===== config.mk =====
export PLATFORM = sky130hd
export DESIGN_NAME = bsg_iter
export DESIGN_NICKNAME = d
export VERILOG_FILES = /design/src/bsg_pkg.sv /design/src/bsg_iter.sv
export SDC_FILE = /design/constraint.sdc
export NUM_CORES = 1
export LEC_CHECK = 0
export BUFFER_PORTS_ARGS = -buffer_cell sky130_fd_sc_hd__buf_2
export CORE_ASPECT_RATIO = 2
export CORE_MARGIN = 10
export CORE_UTILIZATION = 40
export CTS_BUF_LIST = sky130_fd_sc_hd__clkbuf_8
export DETAILED_ROUTE_END_ITERATION = 10
export HOLD_SLACK_MARGIN = 0.06
export SYNTH_ARGS = -nofsm -noshare
export SYNTH_HDL_FRONTEND = slang
export SYNTH_SLANG_ARGS = --single-unit
export TNS_END_PERCENT = 30

===== constraint.sdc =====
create_clock -name clk_i -period 15.1 [get_ports clk_i]
set_clock_uncertainty 0.2 [all_clocks]
set_input_delay 0.755 -clock clk_i [delete_from_list [all_inputs] [get_ports clk_i]]
set_output_delay 0.755 -clock clk_i [all_outputs]
set_load 0.1 [all_outputs]

===== src/bsg_pkg.sv =====
// Shared widths and types for the bounding sphere grow-by-point block.
package bsg_pkg;

  localparam int unsigned CoordBits = 32;
  localparam int unsigned RadBits   = CoordBits - 1;
  localparam int unsigned DiffBits  = CoordBits + 1;
  localparam int unsigned SqBits    = 2 * CoordBits + 2;
  localparam int unsigned RootBits  = CoordBits + 1;
  localparam int unsigned ProdBits  = 2 * DiffBits;
  localparam int unsigned StepBits  = 7;

  typedef enum logic [1:0] {
    OP_SQRT = 2'd0,
    OP_DIV  = 2'd1
  } op_e;

  typedef struct packed {
    logic                start;
    op_e                 op;
    logic [SqBits-1:0]   num;
    logic [RootBits-1:0] den;
  } iter_req_t;

  typedef struct packed {
    logic                done;
    logic [RootBits-1:0] res;
    logic                exact;
  } iter_rsp_t;

endpackage


===== src/bsg_iter.sv =====
// Shared bit-serial unit: square root and division, one result bit a cycle.
module bsg_iter (
  input  logic               clk_i,
  input  logic               rst_ni,
  input  bsg_pkg::iter_req_t req_i,
  output bsg_pkg::iter_rsp_t rsp_o
);
  import bsg_pkg::*;

  logic                busy_q, busy_d;
  op_e                 op_q, op_d;
  logic [StepBits-1:0] cnt_q, cnt_d;
  logic [SqBits-1:0]   num_q, num_d;
  logic [RootBits-1:0] den_q, den_d;
  logic [SqBits+1:0]   rem_q, rem_d;
  logic [RootBits-1:0] res_q, res_d;
  logic [SqBits+1:0]   trial;
  logic [SqBits+1:0]   shifted;

  always_comb begin
    busy_d = busy_q;
    op_d   = op_q;
    cnt_d  = cnt_q;
    num_d  = num_q;
    den_d  = den_q;
    rem_d  = rem_q;
    res_d  = res_q;
    shifted = '0;
    trial   = '0;
    if (req_i.start) begin
      busy_d = 1'b1;
      op_d   = req_i.op;
      num_d  = req_i.num;
      den_d  = req_i.den;
      rem_d  = '0;
      res_d  = '0;
      cnt_d  = (req_i.op == OP_SQRT) ? StepBits'(SqBits / 2) : StepBits'(SqBits);
    end else if (busy_q) begin
      case (op_q)
        OP_SQRT: begin
          // Restoring square root: two radicand bits enter each step.
          shifted = {rem_q[SqBits-1:0], num_q[SqBits-1 -: 2]};
          trial   = shifted - {{(SqBits+2-RootBits-2){1'b0}}, res_q, 2'b01};
          num_d   = {num_q[SqBits-3:0], 2'b00};
          if (!trial[SqBits+1]) begin
            rem_d = trial;
            res_d = {res_q[RootBits-2:0], 1'b1};
          end else begin
            rem_d = shifted;
            res_d = {res_q[RootBits-2:0], 1'b0};
          end
        end
        OP_DIV: begin
          shifted = {rem_q[SqBits:0], num_q[SqBits-1]};
          trial   = shifted - {{(SqBits+2-RootBits){1'b0}}, den_q};
          num_d   = {num_q[SqBits-2:0], 1'b0};
          if (!trial[SqBits+1]) begin
            rem_d = trial;
            res_d = {res_q[RootBits-2:0], 1'b1};
          end else begin
            rem_d = shifted;
            res_d = {res_q[RootBits-2:0], 1'b0};
          end
        end
        default: begin
          rem_d = rem_q;
        end
      endcase
      cnt_d = cnt_q - StepBits'(1);
      if (cnt_q == StepBits'(1)) busy_d = 1'b0;
    end
  end

  always_ff @(posedge clk_i or negedge rst_ni) begin
    if (!rst_ni) begin
      busy_q <= 1'b0;
      cnt_q  <= '0;
    end else begin
      busy_q <= busy_d;
      cnt_q  <= cnt_d;
    end
  end

  always_ff @(posedge clk_i) begin
    op_q  <= op_d;
    num_q <= num_d;
    den_q <= den_d;
    rem_q <= rem_d;
    res_q <= res_d;
  end

  logic busy_p_q;
  always_ff @(posedge clk_i or negedge rst_ni) begin
    if (!rst_ni) busy_p_q <= 1'b0;
    else         busy_p_q <= busy_q;
  end

  assign rsp_o.done  = busy_p_q && !busy_q;
  assign rsp_o.res   = res_q;
  assign rsp_o.exact = (rem_q == '0);
endmodule


==> reports/metrics.yaml <==
logic_synthesis:
  synthSimpleGateAreaFrac: 0.189
  synth_flop_cell: "edfxtp_1"
  synth-seq-cells: 211
  synthAdderAreaFrac: 0.0607
  synth_top_area_cell: "edfxtp_1"
  synthCells: 1828
  synth_area_leaders: "edfxtp_1, dfxtp_1, nand2_1"
  syn_nets: 2004
  muxShareOfSynthArea: 0.0607
  synth-compound-area-share: 0.209
  syn-cell-area_sq_mm: 0.0150
  synth_top_family_by_area: "compound AO/OA/AOI/OAI gates"
  synth-xor-area-share: 0.0731
  synth_enable_flop_cells: 101
  synth_cell_types: 82
  syn_avg_cell_area_sq_um: 8.19
  ys_seq_area_frac: 0.353
  synth_top_area_share: 0.203
  async_flop_share: 0.0427
  ys_warn_count: 0
detailed_routing:
  firstDrtPassIters: 5
  avgViaCountPerCell: 5.98
  drt-met1-wl_um: 16800
  wl_per_cell_um: 24.3
  dr.max_layer_used: "met4"
  met3_length_um: 3050
  drt-total-wl_um: 57700
  drt_iter0_drc: 745
  routed-wl-met2_um: 31700
  drc_errors: 0
  detail-route-antenna-nets: 0
  num_vias: 14200
grt:
  grt_pass1_wl_um: 85300
  antenna_found_initial: 1
  grt_use_total: 0.245
  grt_start_max_net_pins: 107
  grt_pass1_vias: 14900
  grt_overflow: 0
clock_tree:
  cts_tree: "done"
  cts_num_sinks: 211
  clock_latency_ps: 580
  numCtsBuffers: 35
  clockRootBuffer: "clkbuf_8"
  clk_pin_slew_ps: 60
  cts_buffer_depth: 3
  htreeDepth: 2
timing:
  worstMarginPinSlew_ps: 1350
  setup_viol: 0
  slew_headroom: 0.0966
  fin_crit_sh: 0.410
  rsz0062_at_grt: "false"
  maxSlewViolCount: 0
  tns_ps: 0
  hold_ws_ps: 160
  min_period_ps: 6190
  hold_viol_final: 0
  max_freq_ghz: 0.162
run_status:
  run_status: "complete, no violations"
pwr:
  vdd_drop_max_v: 0.0000709
  powerDensity_mw_per_mm2: 195
  p_leak_nw: 7.05
floorplan:
  core_sq_mm: 0.0372
  initial_core_util: 0.403
  ios: 139
  die-area_sq_mm: 0.0460
  std_cell_rows: 100
  die_w_um: 157
  die_y_um: 294
placement:
  place_inst: 2316
  gp_congestion: 1.05
  dp_hpwl_um: 43600
  io_buffers: 138
  placed_cell_area_sq_mm: 0.0159
run:
  max_cap_violations: 0
final_layout:
  fill_cells: 3705
  regArea_sq_mm: 0.00528
  layout_common_cells: "nand2_1, a21oi_1, o21ai_0"
  layout.cells.most_common: "nand2_1"
  drive_gt1_frac: 0.121
  design_area_sq_mm: 0.0166
  finish.net_count: 2071
  multi_input_area_sq_mm: 0.00889
  stdcell_count: 2380
  syn_to_final_growth_pct: 10.7
worst_setup_path:
  cp_max_fo: 12
  crit_path_start_kind: "flip-flop"
  path_class: "reg -> reg"
  worst_ep_arrival_time_ps: 6450
  critPathCaptureType: "flip-flop"
  required_ps: 15370
min_path:
  hold_path.class: "in -> reg"
power by group:
part | switching [mW] | total (mW) | internal, mW
registers | 0.167 | 0.861 | 0.694
clock network | 0.261 | 0.524 | 0.263
logic | 1.20 | 1.85 | 0.648
routing by layer:
| metal | vias up | GRT usage |
|---|---|---|
| met5 | - | 0 |
| met4 | 0 | 0.241 |
| li1 | 6702 | - |
| met1 | 6637 | 0.193 |
| met2 | 590 | 0.471 |
| met3 | 307 | 0.0467 |
what timing repair did:
action | CTS | global route
endpoints found under the hold margin | 9 | 0
hold buffers | 1 | 0
gates resized for setup | 0 | 0
setup buffers | 0 | 0
kinds of logic after synthesis:
group,Yosys count
DFF,211
AOI/OAI and AO/OA,509
buffers and inverters,215
xor gates and xnor gates,125
adders and majority gates,72
and+or+nand+nor,606
muxes,90
cell type report:
class / count / share of cell area
Multi-Input combinational cell: 1402 / 0.536
Tap cell: 459 / 0.0346
Sequential cell: 211 / 0.318
Clock buffer: 37 / 0.0307
Antenna cell: 1 / 0.000151
Clock inverter: 25 / 0.0103
Inverter: 94 / 0.0213
Timing Repair Buffer: 151 / 0.0482
final timing paths:
path                        endpoint       from  cells after the start  slack, ps
setup / recovery           rem_q[60]  rem_q[35]                     14       8910
hold / removal             den_q[13]  req_i[13]                      1        160
setup reg to reg           rem_q[60]  rem_q[35]                     14       8910
hold reg to reg            res_q[16]  res_q[15]                      2        260
max in group asynchronous     busy_q     rst_ni                      2      14150
min in group asynchronous   cnt_q[3]     rst_ni                      2        370
stage by stage:
step	utilization	setup WS [ps]	total power, mW
finish	0.446	8910	3.23
global route	0.446	8560	3.40
CTS	0.446	9090	3.18
detailed placement	0.428	9130	2.64
global placement	0.428	9180	2.65
floorplan	-	9530	2.04
registers in the layout, indices dropped and copies added, names as in the netlist:
signal	flops
rem_q	68
num_q	66
den_q	33
res_q	33
cnt_q	7
op_q	2
busy_p_q	1
busy_q	1
critical path, cell delays in order, from the launching register on:
cell and delay (ps):
dfxtp_1 450, or4_1 620, nor4_1 350, nor4b_1 710, nand3b_1 220, or4_1 510, ha_1 320, nor3b_1 410
nand2_1 170, or2_2 370, o221ai_1 900, nand2_1 210, xnor2_1 220, nor2_1 70, a2111oi_2 360
synthesized netlist by cell type, drive strengths merged (7+ instances only):
master  number
mux2i       84
dfrtp        9
nand2b      14
a22oi        7
a31oi       12
inv         94
nand3       22
nor3        49
nand4       30
buf         28
nand2      257
clkbuf      93
nor2       132
nor2b       14
or4         10
or3         21
a21boi       7
xnor2       65
nor4        26
dfxtp      101
ha          71
o31ai        7
o211ai      17
xor2        60
o21ai      153
o21bai      12
a21oi      162
edfxtp     101
a21o        21
o21a        13
o22ai        9
a211oi      38
Note: power is estimated with default switching activity, not from simulation.
